===== src/hdl/pwlc_pkg.sv =====
// Shared types, constants and helpers for the piecewise linear curve table.
// Used by pwlc_front, pwlc_back and piecewise_linear_curve_lut.
package pwlc_pkg;

   localparam int NUM_POS = 256;
   localparam int POS_W   = 8;
   localparam int LVL_W   = 8;
   localparam int LAST    = NUM_POS - 1;
   localparam int CH_W    = 16;
   localparam int OFF_W   = 4;
   localparam int CI_W    = POS_W - OFF_W;
   localparam int NUM_W   = 2 * LVL_W;

   localparam logic [1:0] OP_SET    = 2'd0;
   localparam logic [1:0] OP_REMOVE = 2'd1;
   localparam logic [1:0] OP_CLEAR  = 2'd2;
   localparam logic [1:0] OP_EVAL   = 2'd3;

   typedef struct packed {
      logic [1:0]       opcode;
      logic [7:0]       position;
      logic [LVL_W-1:0] point_level;
   } req_type;

   typedef struct packed {
      logic [LVL_W-1:0] curve_level;
      logic             status;
   } rsp_type;

   typedef struct packed {
      logic [1:0]       op;
      logic [POS_W-1:0] pos;
      logic [LVL_W-1:0] level;
      logic             endpoint;
   } cmd_type;

   typedef struct packed {
      logic             found;
      logic [OFF_W-1:0] idx;
   } hit_type;

   // highest set bit of a chunk
   function automatic hit_type find_high(input logic [CH_W-1:0] v);
      hit_type h;
      h = '0;
      for (int i = 0; i < CH_W; i++) begin
         if (v[i]) begin
            h.found = 1'b1;
            h.idx   = OFF_W'(i);
         end
      end
      return h;
   endfunction

   // lowest set bit of a chunk
   function automatic hit_type find_low(input logic [CH_W-1:0] v);
      hit_type h;
      h = '0;
      for (int i = CH_W - 1; i >= 0; i--) begin
         if (v[i]) begin
            h.found = 1'b1;
            h.idx   = OFF_W'(i);
         end
      end
      return h;
   endfunction

endpackage


===== src/hdl/pwlc_front.sv =====
// Front end: accepts requests, saturates and classifies them, and holds them
// in a two-entry queue for the back end. Depends on pwlc_pkg.
module pwlc_front (
   input  logic              clock,
   input  logic              reset,
   input  logic              req_valid,
   output logic              req_ready,
   input  pwlc_pkg::req_type req_payload,
   output logic              cmd_valid,
   output pwlc_pkg::cmd_type cmd,
   input  logic              cmd_pop
);

   pwlc_pkg::cmd_type ent_ff [2];
   logic              wr_ptr_ff;
   logic              rd_ptr_ff;
   logic [1:0]        cnt_ff;
   logic [1:0]        cnt_in;
   pwlc_pkg::cmd_type cls;
   logic              push;

   // saturate the position and flag endpoints
   always_comb begin
      cls.op    = req_payload.opcode;
      cls.pos   = (int'(req_payload.position) > pwlc_pkg::LAST) ?
                  pwlc_pkg::POS_W'(pwlc_pkg::LAST) :
                  pwlc_pkg::POS_W'(req_payload.position);
      cls.level = req_payload.point_level;
      cls.endpoint = (cls.pos == '0) ||
                     (cls.pos == pwlc_pkg::POS_W'(pwlc_pkg::LAST));
   end

   assign req_ready = (cnt_ff != 2'd2);
   assign push      = req_valid && req_ready;
   assign cmd_valid = (cnt_ff != 2'd0);
   assign cmd       = ent_ff[rd_ptr_ff];

   always_comb begin
      cnt_in = cnt_ff;
      if (push && !cmd_pop) cnt_in = cnt_ff + 2'd1;
      else if (!push && cmd_pop) cnt_in = cnt_ff - 2'd1;
   end

   always_ff @(posedge clock) begin
      if (reset) begin
         wr_ptr_ff <= 1'b0;
         rd_ptr_ff <= 1'b0;
         cnt_ff    <= 2'd0;
      end else begin
         cnt_ff <= cnt_in;
         if (push) wr_ptr_ff <= !wr_ptr_ff;
         if (cmd_pop) rd_ptr_ff <= !rd_ptr_ff;
      end
   end

   always_ff @(posedge clock) begin
      if (push) ent_ff[wr_ptr_ff] <= cls;
   end

endmodule


===== src/hdl/pwlc_back.sv =====
// Back end: point store, neighbor search, interpolation and the result
// register. Depends on pwlc_pkg.
module pwlc_back (
   input  logic              clock,
   input  logic              reset,
   input  logic              cmd_valid,
   input  pwlc_pkg::cmd_type cmd,
   output logic              cmd_pop,
   output logic              rsp_valid,
   input  logic              rsp_ready,
   output pwlc_pkg::rsp_type rsp_payload
);

   localparam logic [2:0] ST_IDLE = 3'd0;
   localparam logic [2:0] ST_SRCH = 3'd1;
   localparam logic [2:0] ST_RDLO = 3'd2;
   localparam logic [2:0] ST_RDHI = 3'd3;
   localparam logic [2:0] ST_MULA = 3'd4;
   localparam logic [2:0] ST_MULB = 3'd5;
   localparam logic [2:0] ST_DIV  = 3'd6;

   localparam int PW = pwlc_pkg::POS_W;
   localparam int LW = pwlc_pkg::LVL_W;
   localparam int NW = pwlc_pkg::NUM_W;
   localparam int CW = pwlc_pkg::CH_W;
   localparam int OW = pwlc_pkg::OFF_W;
   localparam int IW = pwlc_pkg::CI_W;
   localparam logic [PW-1:0] LAST_POS = PW'(pwlc_pkg::LAST);
   localparam logic [pwlc_pkg::NUM_POS-1:0] PRESENT_DEFAULT =
      {1'b1, {(pwlc_pkg::NUM_POS-2){1'b0}}, 1'b1};

   logic [2:0]            state_ff;
   logic [pwlc_pkg::NUM_POS-1:0] present_ff;
   logic [LW-1:0]         ep_lo_ff, ep_hi_ff;
   logic [LW-1:0]         mem [pwlc_pkg::NUM_POS];
   logic [LW-1:0]         rd_q_ff;
   logic [PW-1:0]         rd_addr;
   logic                  mem_we;
   logic [PW-1:0]         idx_ff, lo_ff, hi_ff;
   logic [IW-1:0]         clo_ff, chi_ff;
   logic                  lo_found_ff, hi_found_ff, first_ff, direct_ff;
   logic [LW-1:0]         vlo_ff, vhi_ff;
   logic [NW-1:0]         prod_ff;
   logic [NW-1:0]         num;
   logic [LW-1:0]         rem_ff, numlo_ff, quo_ff;
   logic [2:0]            step_ff;
   logic                  rsp_valid_ff;
   pwlc_pkg::rsp_type     rsp_ff;
   logic [CW-1:0]         lo_mask, hi_mask;
   pwlc_pkg::hit_type     lo_hit, hi_hit;
   logic                  lo_done, hi_done;
   logic [LW-1:0]         den;
   logic [LW:0]           trial, diff;
   logic                  start;
   logic                  rsp_set;
   logic [LW-1:0]         picked;

   assign start       = (state_ff == ST_IDLE) && cmd_valid && (!rsp_valid_ff || rsp_ready);
   assign cmd_pop     = start;
   assign rsp_valid   = rsp_valid_ff;
   assign rsp_payload = rsp_ff;

   // a result is ready after an edit, a direct hit or the last divide step
   assign rsp_set = (start && (cmd.op != pwlc_pkg::OP_EVAL)) ||
                    ((state_ff == ST_MULA) && direct_ff) ||
                    ((state_ff == ST_DIV) && (step_ff == 3'd7));

   // chunked neighbor search, one chunk per direction a cycle
   always_comb begin
      lo_mask = first_ff ? CW'((17'd2 << idx_ff[OW-1:0]) - 17'd1) : '1;
      hi_mask = first_ff ? ~lo_mask : '1;
      lo_hit  = pwlc_pkg::find_high(present_ff[clo_ff*CW +: CW] & lo_mask);
      hi_hit  = pwlc_pkg::find_low(present_ff[chi_ff*CW +: CW] & hi_mask);
      lo_done = lo_found_ff || lo_hit.found;
      hi_done = hi_found_ff || hi_hit.found;
   end

   // endpoints live in their own registers
   always_comb begin
      if (state_ff == ST_RDHI)
         picked = (lo_ff == '0) ? ep_lo_ff : (lo_ff == LAST_POS) ? ep_hi_ff : rd_q_ff;
      else
         picked = (hi_ff == '0) ? ep_lo_ff : (hi_ff == LAST_POS) ? ep_hi_ff : rd_q_ff;
   end

   assign den   = hi_ff - lo_ff;
   assign num   = prod_ff + NW'(vhi_ff) * NW'(idx_ff - lo_ff);
   assign trial = {rem_ff, numlo_ff[LW-1]};
   assign diff  = trial - {1'b0, den};

   assign rd_addr = (state_ff == ST_RDLO) ? lo_ff : hi_ff;
   assign mem_we  = start && (cmd.op == pwlc_pkg::OP_SET) && !cmd.endpoint;

   always_ff @(posedge clock) begin
      if (mem_we) mem[cmd.pos] <= cmd.level;
      rd_q_ff <= mem[rd_addr];
   end

   always_ff @(posedge clock) begin
      if (reset) begin
         state_ff     <= ST_IDLE;
         present_ff   <= PRESENT_DEFAULT;
         ep_lo_ff     <= '0;
         ep_hi_ff     <= '1;
         rsp_valid_ff <= 1'b0;
      end else begin
         if (rsp_set) rsp_valid_ff <= 1'b1;
         else if (rsp_ready) rsp_valid_ff <= 1'b0;
         unique case (state_ff)
            ST_IDLE: begin
               if (start) begin
                  rsp_ff.curve_level <= '0;
                  rsp_ff.status      <= (cmd.op == pwlc_pkg::OP_REMOVE) && cmd.endpoint;
                  unique case (cmd.op)
                     pwlc_pkg::OP_SET: begin
                        present_ff[cmd.pos] <= 1'b1;
                        if (cmd.pos == '0) ep_lo_ff <= cmd.level;
                        else if (cmd.pos == LAST_POS) ep_hi_ff <= cmd.level;
                     end
                     pwlc_pkg::OP_REMOVE: begin
                        if (!cmd.endpoint) present_ff[cmd.pos] <= 1'b0;
                     end
                     pwlc_pkg::OP_CLEAR: begin
                        present_ff <= PRESENT_DEFAULT;
                        ep_lo_ff   <= '0;
                        ep_hi_ff   <= '1;
                     end
                     pwlc_pkg::OP_EVAL: begin
                        idx_ff      <= cmd.pos;
                        lo_ff       <= cmd.pos;
                        hi_ff       <= cmd.pos;
                        clo_ff      <= cmd.pos[PW-1:OW];
                        chi_ff      <= cmd.pos[PW-1:OW];
                        first_ff    <= 1'b1;
                        lo_found_ff <= 1'b0;
                        hi_found_ff <= 1'b0;
                        direct_ff   <= present_ff[cmd.pos];
                        state_ff    <= present_ff[cmd.pos] ? ST_RDLO : ST_SRCH;
                     end
                  endcase
               end
            end
            ST_SRCH: begin
               first_ff <= 1'b0;
               if (!lo_found_ff) begin
                  if (lo_hit.found) begin
                     lo_ff       <= {clo_ff, lo_hit.idx};
                     lo_found_ff <= 1'b1;
                  end else clo_ff <= clo_ff - IW'(1);
               end
               if (!hi_found_ff) begin
                  if (hi_hit.found) begin
                     hi_ff       <= {chi_ff, hi_hit.idx};
                     hi_found_ff <= 1'b1;
                  end else chi_ff <= chi_ff + IW'(1);
               end
               if (lo_done && hi_done) state_ff <= ST_RDLO;
            end
            ST_RDLO: state_ff <= ST_RDHI;
            ST_RDHI: begin
               vlo_ff   <= picked;
               state_ff <= ST_MULA;
            end
            ST_MULA: begin
               vhi_ff <= picked;
               if (direct_ff) begin
                  rsp_ff.curve_level <= vlo_ff;
                  state_ff           <= ST_IDLE;
               end else begin
                  prod_ff  <= NW'(vlo_ff) * NW'(hi_ff - idx_ff);
                  state_ff <= ST_MULB;
               end
            end
            ST_MULB: begin
               // quotient fits LVL_W bits, so the high half is below den
               rem_ff   <= num[NW-1:LW];
               numlo_ff <= num[LW-1:0];
               step_ff  <= '0;
               state_ff <= ST_DIV;
            end
            ST_DIV: begin
               rem_ff   <= diff[LW] ? trial[LW-1:0] : diff[LW-1:0];
               numlo_ff <= {numlo_ff[LW-2:0], 1'b0};
               quo_ff   <= {quo_ff[LW-2:0], !diff[LW]};
               step_ff  <= step_ff + 3'd1;
               if (step_ff == 3'd7) begin
                  rsp_ff.curve_level <= {quo_ff[LW-2:0], !diff[LW]};
                  state_ff           <= ST_IDLE;
               end
            end
            default: state_ff <= ST_IDLE;
         endcase
      end
   end

endmodule


===== src/hdl/piecewise_linear_curve_lut.sv =====
// Piecewise linear curve table: top level joining front queue and back end.
// Set, remove and clear answer from the idle state; evaluate reads a present point
// from the store, else first searches (one 16-position chunk per direction a
// cycle), then 2 store reads, multiply states MULA and MULB and 8 divide steps.
// Throughput: one edit per cycle when results are taken, one evaluation at a time.
// Reset (synchronous): queue empty, points at first and last only, levels 0 and 255.
module piecewise_linear_curve_lut (
   input  logic              clock,
   input  logic              reset,
   input  logic              req_valid,
   output logic              req_ready,
   input  pwlc_pkg::req_type req_payload,
   output logic              rsp_valid,
   input  logic              rsp_ready,
   output pwlc_pkg::rsp_type rsp_payload
);

   logic              cmd_valid;
   logic              cmd_pop;
   pwlc_pkg::cmd_type cmd;

   // accept and classify; queue decouples request side from execution
   pwlc_front u_front (
      .clock       (clock),
      .reset       (reset),
      .req_valid   (req_valid),
      .req_ready   (req_ready),
      .req_payload (req_payload),
      .cmd_valid   (cmd_valid),
      .cmd         (cmd),
      .cmd_pop     (cmd_pop)
   );

   // execute against the point store; hold each result until its transfer
   pwlc_back u_back (
      .clock       (clock),
      .reset       (reset),
      .cmd_valid   (cmd_valid),
      .cmd         (cmd),
      .cmd_pop     (cmd_pop),
      .rsp_valid   (rsp_valid),
      .rsp_ready   (rsp_ready),
      .rsp_payload (rsp_payload)
   );

   // never pop an empty queue
   a_pop_valid: assert property (@(posedge clock) disable iff (reset)
      cmd_pop |-> cmd_valid) else $error("pop from empty queue");

   // a refused remove carries no level
   a_refuse_zero: assert property (@(posedge clock) disable iff (reset)
      (rsp_valid && rsp_payload.status) |-> (rsp_payload.curve_level == '0))
      else $error("refused result with nonzero level");

   // queue is empty and open right after reset
   a_reset_ready: assert property (@(posedge clock)
      reset |=> (req_ready && !rsp_valid)) else $error("not idle after reset");

endmodule


===== config.mk =====
export PLATFORM = sky130hd
export DESIGN_NAME = piecewise_linear_curve_lut
export DESIGN_NICKNAME = d
export VERILOG_FILES = /design/src/hdl/pwlc_pkg.sv /design/src/hdl/pwlc_front.sv /design/src/hdl/pwlc_back.sv /design/src/hdl/piecewise_linear_curve_lut.sv
export SDC_FILE = /design/constraint.sdc
export NUM_CORES = 2
export LEC_CHECK = 0
export ABC_AREA = 1
export BUFFER_PORTS_ARGS = -buffer_cell sky130_fd_sc_hd__buf_2
export CAP_MARGIN = 20
export CELL_PAD_IN_SITES_DETAIL_PLACEMENT = 0
export CELL_PAD_IN_SITES_GLOBAL_PLACEMENT = 1
export CORE_UTILIZATION = 51
export CTS_CLUSTER_SIZE = 28
export DETAILED_ROUTE_END_ITERATION = 8
export GPL_ROUTABILITY_DRIVEN = 0
export HOLD_SLACK_MARGIN = 0.15
export PLACE_DENSITY_LB_ADDON = 0.1
export SYNTH_ARGS = -nofsm -noshare
export SYNTH_HDL_FRONTEND = slang
export SYNTH_SLANG_ARGS = --single-unit

===== constraint.sdc =====
create_clock -name clock -period 7 [get_ports clock]
set_clock_uncertainty 0.05 [all_clocks]
set_input_delay 0.7 -clock clock [delete_from_list [all_inputs] [get_ports clock]]
set_output_delay 0.7 -clock clock [all_outputs]
set_load 0.01 [all_outputs]

==> flow_summary.yaml <==
floorplanning:
  design.die.area_um2: 224000
  initial_core_util_pct: 51.4
  die_x_um: 473
  fp-row-count: 172
  die_h_um: 473
  core_area_um2: 220000
  ioPinCount: 33
critical_path:
  regToRegStartpoint: "u_back.hi_ff[0]"
  cp_max_fo: 6
  required_ns: 7.63
  crit_slowest_cell: "fa_1"
  cp-end-kind: "register"
  cp.arrival_ns: 7.09
  path_class: "reg -> reg"
  cpMostUsedCell: "inv_1"
  start_kind: "register"
  cp-startpoint: "u_back.hi_ff[0]"
  max_stage_delay_ns: 0.49
cells_and_area:
  seq_area_um2: 71500
  multi_input_area_um2: 35800
  syn_to_final_growth_pct: 9.80
  layout-drive-gt1-share_pct: 6.17
  final_core_util_pct: 56.5
  final_cell_mix: "2189 x edfxtp_1, 1852 x nor2_1, 1396 x o21ai_0"
  final_common_cell: "edfxtp_1"
  fin_area_um2: 124000
  final.fill_count: 18700
  fin_nets: 10700
yosys:
  syn_inst: 10700
  ys_seq_area_share_pct: 63.2
  synth_nets: 11000
  synth-seq-cells: 2478
  netlist_area_um2: 113000
  synth_cell_types: 50
  syn_area_per_cell_um2: 10.5
  yosysWarnings: 0
  synth_edf_count: 2189
  synth_ff_type: "edfxtp_1"
  async_flop_share_pct: 0
placed_design:
  dp_hpwl_um: 231000
  place_area_um2: 116000
  io_buffers: 32
sta:
  drv_slew: 0
  fmax_mhz: 155
  slew_headroom_pct: 10.1
  rsz0062_at_grt: "true"
  finalHoldViolCount: 0
  setup_viol: 0
  fin_crit_sh_pct: 92.3
  tightest_slew_ns: 1.35
  period_needed_ns: 6.46
hold_path:
  worst_hold_path_type: "in -> reg"
  hp-start: "reset"
global_route:
  grt_pass1_wl_um: 541000
  grt_max_degree: 198
  grt_util_all_layers_pct: 32.5
  antenna_found_initial: 6
  overflow: 0
  grt_pass1_vias: 79500
clock_tree:
  cts_made_buffers: 280
  clk_latency_ns: 0.97
  cts_root_buffer: "clkbuf_16"
  cts.path.max_buffers: 4
  cts_setup_buffers: 0
  cts_sinks: 2478
  cts_tree: "yes"
  clkTransAtPathRegs_ns: 0.06
  htree_levels: 5
route:
  avgRoutedWirePerCell_um: 27.1
  wl_um: 369000
  antenna_left: 0
  drtIter0Drc: 11300
  drc: 0
  dr.pass1.iters: 7
  vias: 84800
  post_drt_via_cell_ratio: 6.22
run_status:
  status: "complete, no violations"
power:
  cellLeakagePower_nw: 40.6
  ir_drop_v: 0.000506
  p_per_area_nw_per_um2: 424
job:
  max-cap-violations: 0
[final timing paths]
kind,to,slack [ns],depth (start not counted)
max,u_back.prod_ff[15],0.54,32
min,u_back.rsp_valid,0.18,2
max reg2reg,u_back.prod_ff[15],0.54,32
min reg2reg,register,0.40,1
[cells by family after synthesis]
| group | count (synthesis) | share of synthesized area [%] |
|---|---|---|
| AOI/OAI and AO/OA | 3135 | 15.7 |
| xor gates and xnor gates | 59 | 0.457 |
| adders and majority gates | 224 | 3.36 |
| buffers and inverters | 1526 | 5.34 |
| DFF | 2478 | 63.2 |
| muxes | 1 | 0.00884 |
| and+or+nand+nor | 3324 | 11.9 |
[routing by layer]
metal	vias to the layer above	share of wire [%]	GRT usage [%]
li1	37900	-	-
met1	41900	42	46.1
met2	4182	44	49.1
met3	824	8.9	5.85
met4	4	4.9	14.2
met5	-	0.0068	0
[stage by stage]
stage	hold WS (ns)	TNS, ns	cells	total power, mW	setup slack, ns
detailed placement	0.386	0	13100	39.1	0.373
CTS	0.158	0	13600	52.6	0.348
global placement	0.386	0	13100	38.9	0.319
global route	0.172	-0.0287	13600	55.5	-0.0287
floorplan	0.376	0	10700	33.0	0.554
finish	0.179	0	13600	52.7	0.538
[final cells by class]
cell class | instances | share of cell area, %
Antenna cell | 4 | 0.00805
Sequential cell | 2478 | 57.5
Inverter | 749 | 2.29
Clock buffer | 374 | 6.15
Timing Repair Buffer | 223 | 1.66
Clock inverter | 105 | 0.574
Multi-Input combinational cell | 6743 | 28.8
Tap cell | 2958 | 2.98
[power breakdown]
group	total, mW	internal (mW)	switching, mW
clock	13.7	7.90	5.78
sequential	18.7	18.6	0.146
combinational	20.3	5.80	14.5
[critical path: cells and delay by family, from the launching register on]
kind | cells | cell delay [ns]
flops | 1 | 0.38
buf+inv | 9 | 0.78
compound gates | 4 | 1.12
simple gates | 11 | 1.03
xor+xnor | 1 | 0.11
fa+ha+maj | 7 | 2.71
[Yosys cell counts (all sizes together), types with 9 or more instances]
library cell	number	share of area, %
fa	133	2.4
or2	21	0.12
clkbuf	537	1.8
xor2	29	0.22
a31oi	11	0.061
a21oi	726	3.2
edfxtp	2189	58
nor3	256	1.1
nand4	20	0.11
a22oi	54	0.36
xnor2	30	0.23
o211ai	253	1.7
o21bai	16	0.11
nand2	750	2.5
ha	91	1.0
o21ai	1488	6.6
o221ai	191	1.5
nand3	404	1.8
a211oi	9	0.060
inv	746	2.5
nor2	1860	6.2
dfxtp	289	5.1
buf	240	1.1
o22ai	374	2.1
[flip-flops by register name (all words and copies together), names as in the netlist, 9 cells and up, named ones only]
| signal | flops |
|---|---|
| u_back.rsp_payload | 9 |
| u_back.mem | 2048 |
| u_front.ent_ff | 38 |
| u_back.prod_ff | 16 |
| u_back.present_ff | 256 |
[what timing repair did]
item                                    4_1_cts  5_1_grt
hold endpoints to repair                     37        0
endpoints found under the setup margin        0        4
hold buffers                                 19        0
resized for setup                             0        5
No activity file was read; power rests on OpenSTA's default activity.
